$ cat src/design/efx_pkg.sv
// Types and constants shared by the EMG window feature extractor files.
package efx_pkg;

  localparam int unsigned SAMPLE_W = 12;
  localparam int unsigned CFG_W    = 13;
  localparam int unsigned MAV_W    = 16;
  localparam int unsigned WL_W     = 24;
  localparam int unsigned ZC_W     = 12;
  localparam int unsigned SSC_W    = 12;
  localparam int unsigned RMS_W    = 16;
  localparam int unsigned SQR_W    = 23;
  localparam int unsigned RAD_W    = 32;
  localparam int unsigned ROOT_W   = 16;

  localparam logic [CFG_W-1:0] WINDOW_RESET = 13'd1000;

  typedef struct packed {
    logic signed [SAMPLE_W-1:0] sample;
  } efx_in_t;

  typedef struct packed {
    logic [MAV_W-1:0] mean_abs;
    logic [WL_W-1:0]  wave_length;
    logic [ZC_W-1:0]  zero_crossings;
    logic [SSC_W-1:0] slope_changes;
    logic [RMS_W-1:0] rms_value;
  } efx_out_t;

  typedef struct packed {
    logic [CFG_W-1:0] window_length;
  } efx_cfg_t;

  typedef struct packed {
    logic start;
    logic is_sqrt;
  } efx_cmd_t;

  typedef struct packed {
    logic busy;
    logic done;
  } efx_sts_t;

  typedef enum logic [2:0] {
    ST_IDLE,
    ST_ACC,
    ST_DIV_START,
    ST_DIV_MAV,
    ST_DIV_MS,
    ST_ROOT,
    ST_OUT
  } efx_state_e;

endpackage

$ cat src/design/efx_chan_if.sv
// Valid/ready channel that carries one word of a given payload type.
interface efx_chan_if #(
  parameter type T = logic
) ();
  logic valid;
  logic ready;
  T     data;

  modport source (output valid, output data, input ready);
  modport sink (input valid, input data, output ready);
endinterface

$ cat src/design/efx_divsqrt.sv
// Shared compare-subtract unit that runs restoring division or integer square root.
module efx_divsqrt #(
  parameter int unsigned CNT_W = 13,
  parameter int unsigned DVD_W = 43
) (
  input  logic                     clk_i,
  input  logic                     rst_ni,
  input  efx_pkg::efx_cmd_t        cmd_i,
  input  logic [DVD_W-1:0]         opnd_i,
  input  logic [CNT_W-1:0]         divisor_i,
  output efx_pkg::efx_sts_t        sts_o,
  output logic [efx_pkg::RAD_W-1:0] result_o
);
  import efx_pkg::*;

  localparam int unsigned REM_W  = CNT_W + 1;
  localparam int unsigned SUB_W  = (REM_W > ROOT_W + 3) ? REM_W : ROOT_W + 3;
  localparam int unsigned STEP_W = $clog2(DVD_W + 1);

  logic [DVD_W-1:0]  opnd_q, opnd_d;
  logic [SUB_W-1:0]  rem_q, rem_d;
  logic [RAD_W-1:0]  res_q, res_d;
  logic [CNT_W-1:0]  div_q, div_d;
  logic              sqrt_q, sqrt_d;
  logic              busy_q, busy_d;
  logic              done_q, done_d;
  logic [STEP_W-1:0] step_q, step_d;

  logic [SUB_W-1:0] sub_a;
  logic [SUB_W-1:0] sub_b;
  logic [SUB_W:0]   diff;
  logic             fits;

  always_comb begin
    if (sqrt_q) begin
      sub_a = {rem_q[SUB_W-3:0], opnd_q[DVD_W-1 -: 2]};
      sub_b = SUB_W'({res_q[ROOT_W-1:0], 2'b01});
    end else begin
      sub_a = {rem_q[SUB_W-2:0], opnd_q[DVD_W-1]};
      sub_b = SUB_W'(div_q);
    end
    diff = {1'b0, sub_a} - {1'b0, sub_b};
    fits = !diff[SUB_W];
  end

  always_comb begin
    opnd_d = opnd_q;
    rem_d  = rem_q;
    res_d  = res_q;
    div_d  = div_q;
    sqrt_d = sqrt_q;
    busy_d = busy_q;
    done_d = 1'b0;
    step_d = step_q;
    if (cmd_i.start) begin
      opnd_d = opnd_i;
      rem_d  = '0;
      res_d  = '0;
      div_d  = divisor_i;
      sqrt_d = cmd_i.is_sqrt;
      busy_d = 1'b1;
      step_d = cmd_i.is_sqrt ? STEP_W'(ROOT_W) : STEP_W'(DVD_W);
    end else if (busy_q) begin
      opnd_d = sqrt_q ? (opnd_q << 2) : (opnd_q << 1);
      rem_d  = fits ? diff[SUB_W-1:0] : sub_a;
      res_d  = {res_q[RAD_W-2:0], fits};
      step_d = step_q - STEP_W'(1);
      if (step_q == STEP_W'(1)) begin
        busy_d = 1'b0;
        done_d = 1'b1;
      end
    end
  end

  always_ff @(posedge clk_i or negedge rst_ni) begin
    if (!rst_ni) begin
      busy_q <= 1'b0;
      done_q <= 1'b0;
      step_q <= '0;
      sqrt_q <= 1'b0;
    end else begin
      busy_q <= busy_d;
      done_q <= done_d;
      step_q <= step_d;
      sqrt_q <= sqrt_d;
    end
  end

  always_ff @(posedge clk_i) begin
    opnd_q <= opnd_d;
    rem_q  <= rem_d;
    res_q  <= res_d;
    div_q  <= div_d;
  end

  assign sts_o.busy = busy_q;
  assign sts_o.done = done_q;
  assign result_o   = res_q;

endmodule

$ cat src/design/emg_window_feature_extractor.sv
// Top level of the EMG window feature extractor: per-sample accumulation and window close.
// Each accepted word holds one signed, zero-centered sample; samples are gathered into
// non-overlapping windows of window_length samples (zero reads as one, values above
// MAX_WINDOW saturate), and when a window closes one word carries its mean absolute value,
// waveform length, zero crossings, slope sign changes and RMS. An ordinary sample passes
// through the accept state and one accumulate state with the 12 by 12 bit square. The
// closing sample also runs the shared compare-subtract unit three times, two divisions of
// D = clog2(MAX_WINDOW + 1) + 30 steps each and a 16-step square root, each followed by a
// done strobe, and then waits until the previous word has left the output register. A
// finished word waits in an output register while the next window is being filled.
module emg_window_feature_extractor #(
  parameter int unsigned MAX_WINDOW = 4096
) (
  input logic        clk_i,
  input logic        rst_ni,
  efx_chan_if.sink   in_ch,
  efx_chan_if.source out_ch,
  efx_chan_if.sink   cfg_ch
);
  import efx_pkg::*;

  localparam int unsigned CNT_W = $clog2(MAX_WINDOW + 1);
  localparam int unsigned CMP_W = (CNT_W > CFG_W) ? CNT_W : CFG_W;
  localparam int unsigned ABS_W = CNT_W + SAMPLE_W - 1;
  localparam int unsigned SQS_W = CNT_W + 2 * (SAMPLE_W - 1);
  localparam int unsigned DVD_W = SQS_W + 8;

  efx_state_e state_q, state_d;

  logic [CFG_W-1:0]           wlen_q;
  logic signed [SAMPLE_W-1:0] sample_q;
  logic signed [SAMPLE_W-1:0] prev_q, prev_d;
  logic signed [SAMPLE_W:0]   pdiff_q, pdiff_d;
  logic [CNT_W-1:0]           cnt_q, cnt_d;
  logic [ABS_W-1:0]           abs_q, abs_d;
  logic [WL_W-1:0]            wl_q, wl_d;
  logic [ZC_W-1:0]            zc_q, zc_d;
  logic [SSC_W-1:0]           ssc_q, ssc_d;
  logic [SQS_W-1:0]           sq_q, sq_d;
  logic [MAV_W-1:0]           mav_q;
  logic [RMS_W-1:0]           rms_q;
  logic                       outv_q, outv_d;
  efx_out_t                   out_q;

  logic [CMP_W-1:0]           len_ext;
  logic [CMP_W-1:0]           len_eff;
  logic [CNT_W-1:0]           cnt_inc;
  logic                       close;
  logic [SAMPLE_W-1:0]        abs_s;
  logic signed [2*SAMPLE_W-1:0] sq_full;
  logic signed [SAMPLE_W:0]   d1;
  logic signed [SAMPLE_W:0]   d1_neg;
  logic [SAMPLE_W-1:0]        abs_d1;
  logic                       s_pos, s_neg, p_pos, p_neg;
  logic                       d1_pos, d1_neg_s, d0_pos, d0_neg;
  logic                       load;

  efx_cmd_t                   cmd;
  efx_sts_t                   sts;
  logic [DVD_W-1:0]           opnd;
  logic [RAD_W-1:0]           result;

  efx_divsqrt #(
    .CNT_W(CNT_W),
    .DVD_W(DVD_W)
  ) u_divsqrt (
    .clk_i     (clk_i),
    .rst_ni    (rst_ni),
    .cmd_i     (cmd),
    .opnd_i    (opnd),
    .divisor_i (cnt_q),
    .sts_o     (sts),
    .result_o  (result)
  );

  always_comb begin
    len_ext = CMP_W'(wlen_q);
    if (wlen_q == '0) begin
      len_eff = CMP_W'(1);
    end else if (len_ext > CMP_W'(MAX_WINDOW)) begin
      len_eff = CMP_W'(MAX_WINDOW);
    end else begin
      len_eff = len_ext;
    end
    cnt_inc = cnt_q + CNT_W'(1);
    close   = CMP_W'(cnt_inc) >= len_eff;
  end

  always_comb begin
    abs_s    = sample_q[SAMPLE_W-1] ? (~sample_q + SAMPLE_W'(1)) : sample_q;
    sq_full  = sample_q * sample_q;
    d1       = $signed({sample_q[SAMPLE_W-1], sample_q}) - $signed({prev_q[SAMPLE_W-1], prev_q});
    d1_neg   = -d1;
    abs_d1   = d1[SAMPLE_W] ? d1_neg[SAMPLE_W-1:0] : d1[SAMPLE_W-1:0];
    s_neg    = sample_q[SAMPLE_W-1];
    s_pos    = !sample_q[SAMPLE_W-1] && (|sample_q);
    p_neg    = prev_q[SAMPLE_W-1];
    p_pos    = !prev_q[SAMPLE_W-1] && (|prev_q);
    d1_neg_s = d1[SAMPLE_W];
    d1_pos   = !d1[SAMPLE_W] && (|d1);
    d0_neg   = pdiff_q[SAMPLE_W];
    d0_pos   = !pdiff_q[SAMPLE_W] && (|pdiff_q);
  end

  always_comb begin
    state_d      = state_q;
    cmd          = '0;
    opnd         = DVD_W'({abs_q, 4'b0000});
    load         = 1'b0;
    in_ch.ready  = (state_q == ST_IDLE);
    cfg_ch.ready = 1'b1;
    case (state_q)
      ST_IDLE: begin
        if (in_ch.valid) begin
          state_d = ST_ACC;
        end
      end
      ST_ACC: begin
        state_d = close ? ST_DIV_START : ST_IDLE;
      end
      ST_DIV_START: begin
        if (!sts.busy) begin
          cmd.start = 1'b1;
          state_d   = ST_DIV_MAV;
        end
      end
      ST_DIV_MAV: begin
        if (sts.done) begin
          cmd.start = 1'b1;
          opnd      = DVD_W'({sq_q, 8'h00});
          state_d   = ST_DIV_MS;
        end
      end
      ST_DIV_MS: begin
        if (sts.done) begin
          cmd.start   = 1'b1;
          cmd.is_sqrt = 1'b1;
          opnd        = DVD_W'(result) << (DVD_W - RAD_W);
          state_d     = ST_ROOT;
        end
      end
      ST_ROOT: begin
        if (sts.done) begin
          state_d = ST_OUT;
        end
      end
      ST_OUT: begin
        if (!outv_q || out_ch.ready) begin
          load    = 1'b1;
          state_d = ST_IDLE;
        end
      end
      default: begin
        state_d = ST_IDLE;
      end
    endcase
  end

  always_comb begin
    prev_d  = prev_q;
    pdiff_d = pdiff_q;
    cnt_d   = cnt_q;
    abs_d   = abs_q;
    wl_d    = wl_q;
    zc_d    = zc_q;
    ssc_d   = ssc_q;
    sq_d    = sq_q;
    if (state_q == ST_ACC) begin
      prev_d  = sample_q;
      pdiff_d = d1;
      cnt_d   = cnt_inc;
      abs_d   = abs_q + ABS_W'(abs_s);
      sq_d    = sq_q + SQS_W'(sq_full[SQR_W-1:0]);
      if (cnt_q != '0) begin
        wl_d = wl_q + WL_W'(abs_d1);
        if ((s_pos && p_neg) || (s_neg && p_pos)) begin
          zc_d = zc_q + ZC_W'(1);
        end
        if ((cnt_q >= CNT_W'(2)) && ((d1_pos && d0_neg) || (d1_neg_s && d0_pos))) begin
          ssc_d = ssc_q + SSC_W'(1);
        end
      end
    end else if (load) begin
      prev_d  = '0;
      pdiff_d = '0;
      cnt_d   = '0;
      abs_d   = '0;
      wl_d    = '0;
      zc_d    = '0;
      ssc_d   = '0;
      sq_d    = '0;
    end
  end

  always_comb begin
    outv_d = outv_q;
    if (out_ch.ready) begin
      outv_d = 1'b0;
    end
    if (load) begin
      outv_d = 1'b1;
    end
  end

  always_ff @(posedge clk_i or negedge rst_ni) begin
    if (!rst_ni) begin
      state_q <= ST_IDLE;
      wlen_q  <= WINDOW_RESET;
      prev_q  <= '0;
      pdiff_q <= '0;
      cnt_q   <= '0;
      abs_q   <= '0;
      wl_q    <= '0;
      zc_q    <= '0;
      ssc_q   <= '0;
      sq_q    <= '0;
      outv_q  <= 1'b0;
    end else begin
      state_q <= state_d;
      if (cfg_ch.valid) begin
        wlen_q <= cfg_ch.data.window_length;
      end
      prev_q  <= prev_d;
      pdiff_q <= pdiff_d;
      cnt_q   <= cnt_d;
      abs_q   <= abs_d;
      wl_q    <= wl_d;
      zc_q    <= zc_d;
      ssc_q   <= ssc_d;
      sq_q    <= sq_d;
      outv_q  <= outv_d;
    end
  end

  always_ff @(posedge clk_i) begin
    if (in_ch.valid && in_ch.ready) begin
      sample_q <= in_ch.data.sample;
    end
    if ((state_q == ST_DIV_MAV) && sts.done) begin
      mav_q <= result[MAV_W-1:0];
    end
    if ((state_q == ST_ROOT) && sts.done) begin
      rms_q <= result[RMS_W-1:0];
    end
    if (load) begin
      out_q.mean_abs       <= mav_q;
      out_q.wave_length    <= wl_q;
      out_q.zero_crossings <= zc_q;
      out_q.slope_changes  <= ssc_q;
      out_q.rms_value      <= rms_q;
    end
  end

  assign out_ch.valid = outv_q;
  assign out_ch.data  = out_q;

endmodule

$ cat src/flat_wrapper.sv
// flat-port wrapper written by rule: the top's interface ports become plain ports
module emg_window_feature_extractor_flat import efx_pkg::*;
#(
  parameter int unsigned MAX_WINDOW = 4096
)
  (clk_i, rst_ni, in_ch_valid, in_ch_data, in_ch_ready, out_ch_valid, out_ch_data, out_ch_ready, cfg_ch_valid, cfg_ch_data, cfg_ch_ready);
  efx_chan_if #(.T(efx_in_t)) in_ch_i ();
  efx_chan_if #(.T(efx_out_t)) out_ch_i ();
  efx_chan_if #(.T(efx_cfg_t)) cfg_ch_i ();
  input logic clk_i;
  input logic rst_ni;
  input wire logic [$bits(in_ch_i.valid)-1:0] in_ch_valid;
  input wire logic [$bits(in_ch_i.data)-1:0] in_ch_data;
  output wire logic [$bits(in_ch_i.ready)-1:0] in_ch_ready;
  output wire logic [$bits(out_ch_i.valid)-1:0] out_ch_valid;
  output wire logic [$bits(out_ch_i.data)-1:0] out_ch_data;
  input wire logic [$bits(out_ch_i.ready)-1:0] out_ch_ready;
  input wire logic [$bits(cfg_ch_i.valid)-1:0] cfg_ch_valid;
  input wire logic [$bits(cfg_ch_i.data)-1:0] cfg_ch_data;
  output wire logic [$bits(cfg_ch_i.ready)-1:0] cfg_ch_ready;
  assign in_ch_i.valid = in_ch_valid;
  assign in_ch_i.data = in_ch_data;
  assign in_ch_ready = in_ch_i.ready;
  assign out_ch_valid = out_ch_i.valid;
  assign out_ch_data = out_ch_i.data;
  assign out_ch_i.ready = out_ch_ready;
  assign cfg_ch_i.valid = cfg_ch_valid;
  assign cfg_ch_i.data = cfg_ch_data;
  assign cfg_ch_ready = cfg_ch_i.ready;
  emg_window_feature_extractor #(.MAX_WINDOW(MAX_WINDOW)) u_core (.clk_i(clk_i), .rst_ni(rst_ni), .in_ch(in_ch_i), .out_ch(out_ch_i), .cfg_ch(cfg_ch_i));
endmodule
$ cat config.mk
export PLATFORM = sky130hd
export DESIGN_NAME = emg_window_feature_extractor_flat
export DESIGN_NICKNAME = d
export VERILOG_FILES = /design/src/design/efx_pkg.sv /design/src/design/efx_chan_if.sv /design/src/design/efx_divsqrt.sv /design/src/design/emg_window_feature_extractor.sv /design/src/flat_wrapper.sv
export SDC_FILE = /design/constraint.sdc
export NUM_CORES = 1
export LEC_CHECK = 0
export BUFFER_PORTS_ARGS = -buffer_cell sky130_fd_sc_hd__buf_2
export CAP_MARGIN = 20
export CORE_MARGIN = 2
export CORE_UTILIZATION = 55
export DETAILED_ROUTE_END_ITERATION = 8
export MAX_ROUTING_LAYER = met4
export PLACE_DENSITY = 0.72
export SYNTH_ARGS = -nofsm -noshare
export SYNTH_HDL_FRONTEND = slang
export SYNTH_HIERARCHICAL = 1
export SYNTH_SLANG_ARGS = --single-unit
$ cat constraint.sdc
create_clock -name clk_i -period 8.7 [get_ports clk_i]
set_input_delay 0.435 -clock clk_i [delete_from_list [all_inputs] [get_ports clk_i]]
set_output_delay 0.435 -clock clk_i [all_outputs]
set_load 0.02 [all_outputs]
After elaboration in Yosys (flattened, before gate mapping)
Index checks and enable logic that the tools add are counted.

storage, ports and cells
  bits in registers = 401
  bits in latches = 0
  bits in writable memories = 0
  ROM bits = 0
  input bits = 30
  output and inout port bits = 83
  word-level logic and storage cells = 150
  memories = 0

cells by class
  $add $sub $neg = 11
  multiply operators = 1
  div/mod/pow operators = 0
  $lt $le $gt $ge = 3
  equal/unequal tests = 16
  shifts and indexed selects = 0
  mux-type cells = 56
  bitwise logic cells = 1
  reductions and logical operators = 35

operator list
  operator                                              number
  2-to-1 mux 43 bit                                     5
  2-to-1 mux 12 bit                                     10
  2-to-1 mux 24 bit                                     4
  one-hot mux 43 bit (2 select lines)                   1
  2-to-1 mux 35 bit                                     2
  2-to-1 mux 13 bit                                     5
  adder 24 x 12 -> 24 bit                               2
  2-to-1 mux 18 bit                                     2
  adder 35 x 23 -> 35 bit                               1
  OR reduction 13 bit                                   2
  adder 12 x 1 -> 12 bit, second input constant         2
  OR reduction 12 bit                                   2
  multiplier 12 x 12 -> 23 bit                          1
  one-hot mux 3 bit (7 select lines)                    1
  subtractor 19 x 18 -> 20 bit                          1
  2-to-1 mux 19 bit                                     1
  2-to-1 mux 3 bit                                      6
  2-to-1 mux 6 bit                                      3
  != test 2 bit, second input constant                  8
  adder 13 x 1 -> 13 bit, second input constant         1
  >= comparator 13 bit                                  1
  >= comparator 13 x 2 -> 1 bit, second input constant  1
  > comparator 13 bit, second input constant            1
  logical NOT 13 bit                                    1
  22 further kinds                                      59

Longest topological paths before layout
  depth after elaboration = 9
  depth in mapped cells = 33
  mapped depth without buffers = 31

Cells and area by module
The synthesis kept the hierarchy.

modules (own cells, without submodules)
  module                        times used  cells an instance  area each (um^2)  seq. area each (um^2)
  emg_window_feature_extractor  1           1971               19870.3           7785.0
  efx_divsqrt                   1           587                6127.1            2907.8

Worst setup path before layout
No wires, ideal clock.

  path kind = reg-to-reg
  start = register u_core.sample_q[6]
  end = register u_core.sq_q[26]
  library setup time = 0.135 ns
  data arrival time = 7.117 ns
  data required time = 8.565 ns
  setup slack = 1.449 ns
  cell stages (with the launch flop) = 34
  path buffers = 2
  period minus slack after synthesis = 7.251 ns
  cells stage by stage = edfxtp_1 > clkbuf_1 > clkinv_1 > nor2_1 > inv_1 > fa_1 > inv_1 > ha_1 > inv_1 > fa_1 > inv_1 > ha_1 > inv_1 > fa_1 > inv_1 > fa_1 > a21o_1 > a21oi_1 > nor2b_1 > o21a_1 > o41ai_1 > o21ai_0 > o41ai_1 > xnor2_1 > ha_1 > clkbuf_1 > a21o_1 > a21o_1 > a21o_1 > a21oi_1 > o21ai_0 > a31oi_2 > nor4b_1 > mux2i_1

on the way
  word-level cells in the longest chain between the ends = 3

RTL lines
  item                          RTL line                             text
  start: declaration            emg_window_feature_extractor.sv:31   logic signed [SAMPLE_W-1:0] sample_q;
  start signal: assignment      emg_window_feature_extractor.sv:237  sample_q <= in_ch.data.sample;
  multiplier 12 x 12 -> 23 bit  emg_window_feature_extractor.sv:91   sq_full = sample_q * sample_q;
  adder 35 x 23 -> 35 bit       emg_window_feature_extractor.sv:173  sq_d = sq_q + SQS_W'(sq_full[SQR_W-1:0]);
  2-to-1 mux 35 bit             emg_window_feature_extractor.sv:168  if (state_q == ST_ACC) begin
  end signal: assignment        emg_window_feature_extractor.sv:230  sq_q <= sq_d;
  end: declaration              emg_window_feature_extractor.sv:39   logic [SQS_W-1:0] sq_q, sq_d;

No other way between the ends.
A chain may end at the register's enable or synchronous reset.

Final worst setup path
  start = register u_core.sample_q[1]
  end = register u_core.sq_q[26]

The elaborated chain is that of the path after synthesis.

==> results by group <==
Run status
  • Outcome: completed

Detailed routing
  • TritonRoute pass-1 iters: 5
  • 1st-iter DRT viols: approximately 1.6k
  • Post-DR vias/cell: ~5.8
  • Routed length per placed instance: roughly 19 microns
  • DRT antenna net count: 0
  • Detailed-route via count: ~19k
  • DRC Markers: 0
  • Post-Route WL: roughly 61000 microns

Yosys
  • Number of library cell types mapped by synthesis: 99
  • Post-synth EDFFs: 180
  • Ys flop type: edfxtp_1
  • Yosys top cell area share: 0.208
  • Post-synth ARST share: 0.426
  • Cell count after synthesis: around 2.6k
  • Leading area contributor after synthesis: edfxtp_1
  • Most numerous cell in the Yosys netlist: nand2_1
  • Ys Warns: 6
  • Seq cells post-synth: approximately 400
  • Sequential area share after synthesis: 0.411
  • Mapped Area: between 20000 and 30000 sq um
  • Mean Syn Cell Area: slightly above 10 sq um
  • Commonest cells post-synth: nand2_1, inv_1, edfxtp_1, nor2_1, dfrtp_1
  • Largest cells by area after synthesis: edfxtp_1, dfrtp_1, fa_1, ha_1, mux2i_1

Floorplanning
  • Full die area: approximately 50000 sq um
  • I/O pin count: 113
  • Placement Rows: between 70 and 80
  • Core area: 46600 sq um
  • Die Y: ~220 microns
  • Initial core utilization: 0.558
  • Die X: 221 microns

Clock tree
  • Skew-Pair Late Insertion Delay: between 0.5 and 0.6 ns
  • Postcts setup bufs: 0
  • Clock slew at reported path FFs: ~0.06 ns
  • Clk root buf: clkbuf_16
  • CTS tree: done
  • H-tree depth: 2
  • Num CTS Buffers: 44
  • Clk buf depth: 3
  • CTS sink count: between 400 and 500

Cells and area
  • Antenna cells: 0
  • P&R area growth vs syn: 10.4%
  • Fraction of layout cells with a size suffix above 1: 0.110
  • Fin nets: ~2.9k

Global route
  • Largest net degree at the start of global routing: 95
  • Initial antenna violation count: 0
  • GRT overflow: 0
  • Global-route wire length before repair: a little over 100000 microns
  • Vias in the first global route: about 19k
  • Tot GR Track Use: 0.261

Critical path
  • Critical path class: reg -> reg
  • Critical path required time: ~9.2 ns
  • Data arrival time of the critical path: around 8.7 ns
  • Crit end category: flip-flop
  • Worst r2r src: u_core/sample_q[1]$_DFFE_PP_
  • CP max FO: 12
  • Slowest cell delay on critical path: a little over 0.7 ns
  • Critical Path Start Type: flip-flop
  • Crit path top cell by count: ha_1
  • Register-to-Register Path Depth: 30
  • R2r setup slk: roughly 0.49 ns
  • Slowest CP cell: edfxtp_1
  • Reg-to-reg endpoint: u_core/sq_q[26]$_DFFE_PN0P_

Power and ir drop
  • VDD IR-drop max: ~0.12 mV
  • Overall Power: 4050 uW
  • Power density cells: around 140 nW/um^2
  • Lkg Pwr: around 0.012 uW

Placement
  • Post-DP HPWL: around 44000 microns
  • RD Place Congestion: about 0.94
  • Number of port buffers: between 100 and 150

Timing
  • Worst slew pin tran: between 0.9 and 1 ns
  • Slew Limit Fails: 0
  • RSZ-0062 raised after global routing: no
  • Final min period: approximately 8.2 ns
  • Tcrit/Tclk final: 0.944
  • Final setup fails: 0
  • Max Freq: between 0.1 and 0.15 GHz
  • Setup Skew: ~0.026 ns
  • Final hold vios: 0
  • Worst slew margin: 0.383
  • Sum Neg Setup Slack: 0 ns

Hold path
  • Hold Crit Start: in_ch_data[10]
  • Worst Hold Class: in -> reg
  • Worst Hold End: u_core/sample_q[10]$_DFFE_PP_
  • Worst Hold Depth: 1

Run
  • Max-Cap Viols: 0
report_power, final:
| group | internal (uW) | switching (uW) | total (uW) |
|---|---|---|---|
| combinational | 18.0 | 31.0 | 49.0 |
| clock | 1230 | 796 | 2030 |
| sequential | 1970 | 5.11 | 1980 |
state kept, by name, summed over array words and instances, names as in the netlist, 18 cells and up:
name	count
u_core/sq_q	35
u_core/abs_q	24
u_core/wl_q	24
u_core/u_divsqrt/result_o	32
u_core/out_ch.data	80
u_core/u_divsqrt/rem_q	18
u_core/u_divsqrt/opnd_q	43
placed cells by master, fill, tap and decap left out, types with 15 or more instances in the layout:
master and count:
a21o_1 32, a21oi_1 76, a22o_1 28, a22oi_1 15
and2_1 41, and3_1 29, buf_2 110, buf_4 30
clkbuf_16 45, dfrtp_1 163, dfxtp_1 50, edfxtp_1 180
fa_1 124, ha_1 154, inv_1 230, mux2_2 31
mux2i_1 111, nand2_1 284, nand2b_1 18, nand3_1 94
nor2_1 168, nor2b_1 17, nor3_1 41, nor4_1 15
o21ai_0 139, o21ai_1 15, o31ai_1 24, xnor2_1 81
xor2_1 57
layout make-up:
| cell class | count | area (sq um) |
|---|---|---|
| fillers | 3750 | 17900 |
| multi-input cells | 1812 | 14000 |
| flip-flops and latches | 401 | 10700 |
| clock buffers | 53 | 1170 |
| inverters | 235 | 888 |
| repair buffers | 145 | 827 |
| well taps | 607 | 759 |
| clock inverters | 29 | 397 |
worst max-delay path: cells and delay by family (launching register included):
kind            cells  cell delay (ns)
flops               1             0.71
compound gates     12             2.99
buf+inv             5             0.63
xor+xnor            1             0.15
fa+ha+maj           8             2.96
simple gates        3             0.48
mux                 1             0.15
worst max path at each step:
stage	startpoint	end	cells past startpoint
6_report	u_core/sample_q[1]$_DFFE_PP_	u_core/sq_q[26]$_DFFE_PN0P_	30
5_1_grt	u_core/sample_q[1]$_DFFE_PP_	u_core/sq_q[32]$_DFFE_PN0P_	30
4_1_cts	u_core/sample_q[1]$_DFFE_PP_	u_core/sq_q[26]$_DFFE_PN0P_	30
3_5_place_dp	u_core/sample_q[1]$_DFFE_PP_	u_core/sq_q[26]$_DFFE_PN0P_	30
3_3_place_gp	u_core/sample_q[1]$_DFFE_PP_	u_core/sq_q[26]$_DFFE_PN0P_	30
2_1_floorplan	u_core/sample_q[6]$_DFFE_PP_	u_core/sq_q[26]$_DFFE_PN0P_	33
routing by layer:
layer  global-route usage  routed length, microns
met2                0.420                   29300
met5                    -                       0
met4               0.0804                    1550
met1                0.348                   27000
met3               0.0320                    3540
cells by family (layout without fill, tap and decap cells):
family | Yosys count | in the layout | synth area share
simple gates | 770 | 770 | 0.138
compound gates | 476 | 476 | 0.123
flops | 401 | 401 | 0.411
buf+inv | 348 | 462 | 0.0529
fa+ha+maj | 278 | 278 | 0.170
mux | 145 | 145 | 0.0578
xor+xnor | 138 | 138 | 0.0465
other cells | 2 | 5 | 0.000289
metrics by stage:
step                      instances  area, sq um  hold slack (ns)   util  setup slack [ns]
after global routing           3282        28700           0.0197  0.616            0.0346
after floorplan                2561        26000            0.139      -              1.45
after CTS                      3282        28700          0.00293  0.616             0.584
after global placement         3196        27100            0.403  0.582             0.801
after detailed placement       3196        27100            0.405  0.582             0.620
final                          3282        28700           0.0275  0.616             0.487
timing repair:
| action | in CTS | in global routing |
|---|---|---|
| hold buffers | 4 | 0 |
| hold endpoints to repair | 55 | 0 |
| resized for setup | 0 | 1 |
| endpoints found under the setup margin | 0 | 1 |
No activity file was read; power rests on OpenSTA's default activity.
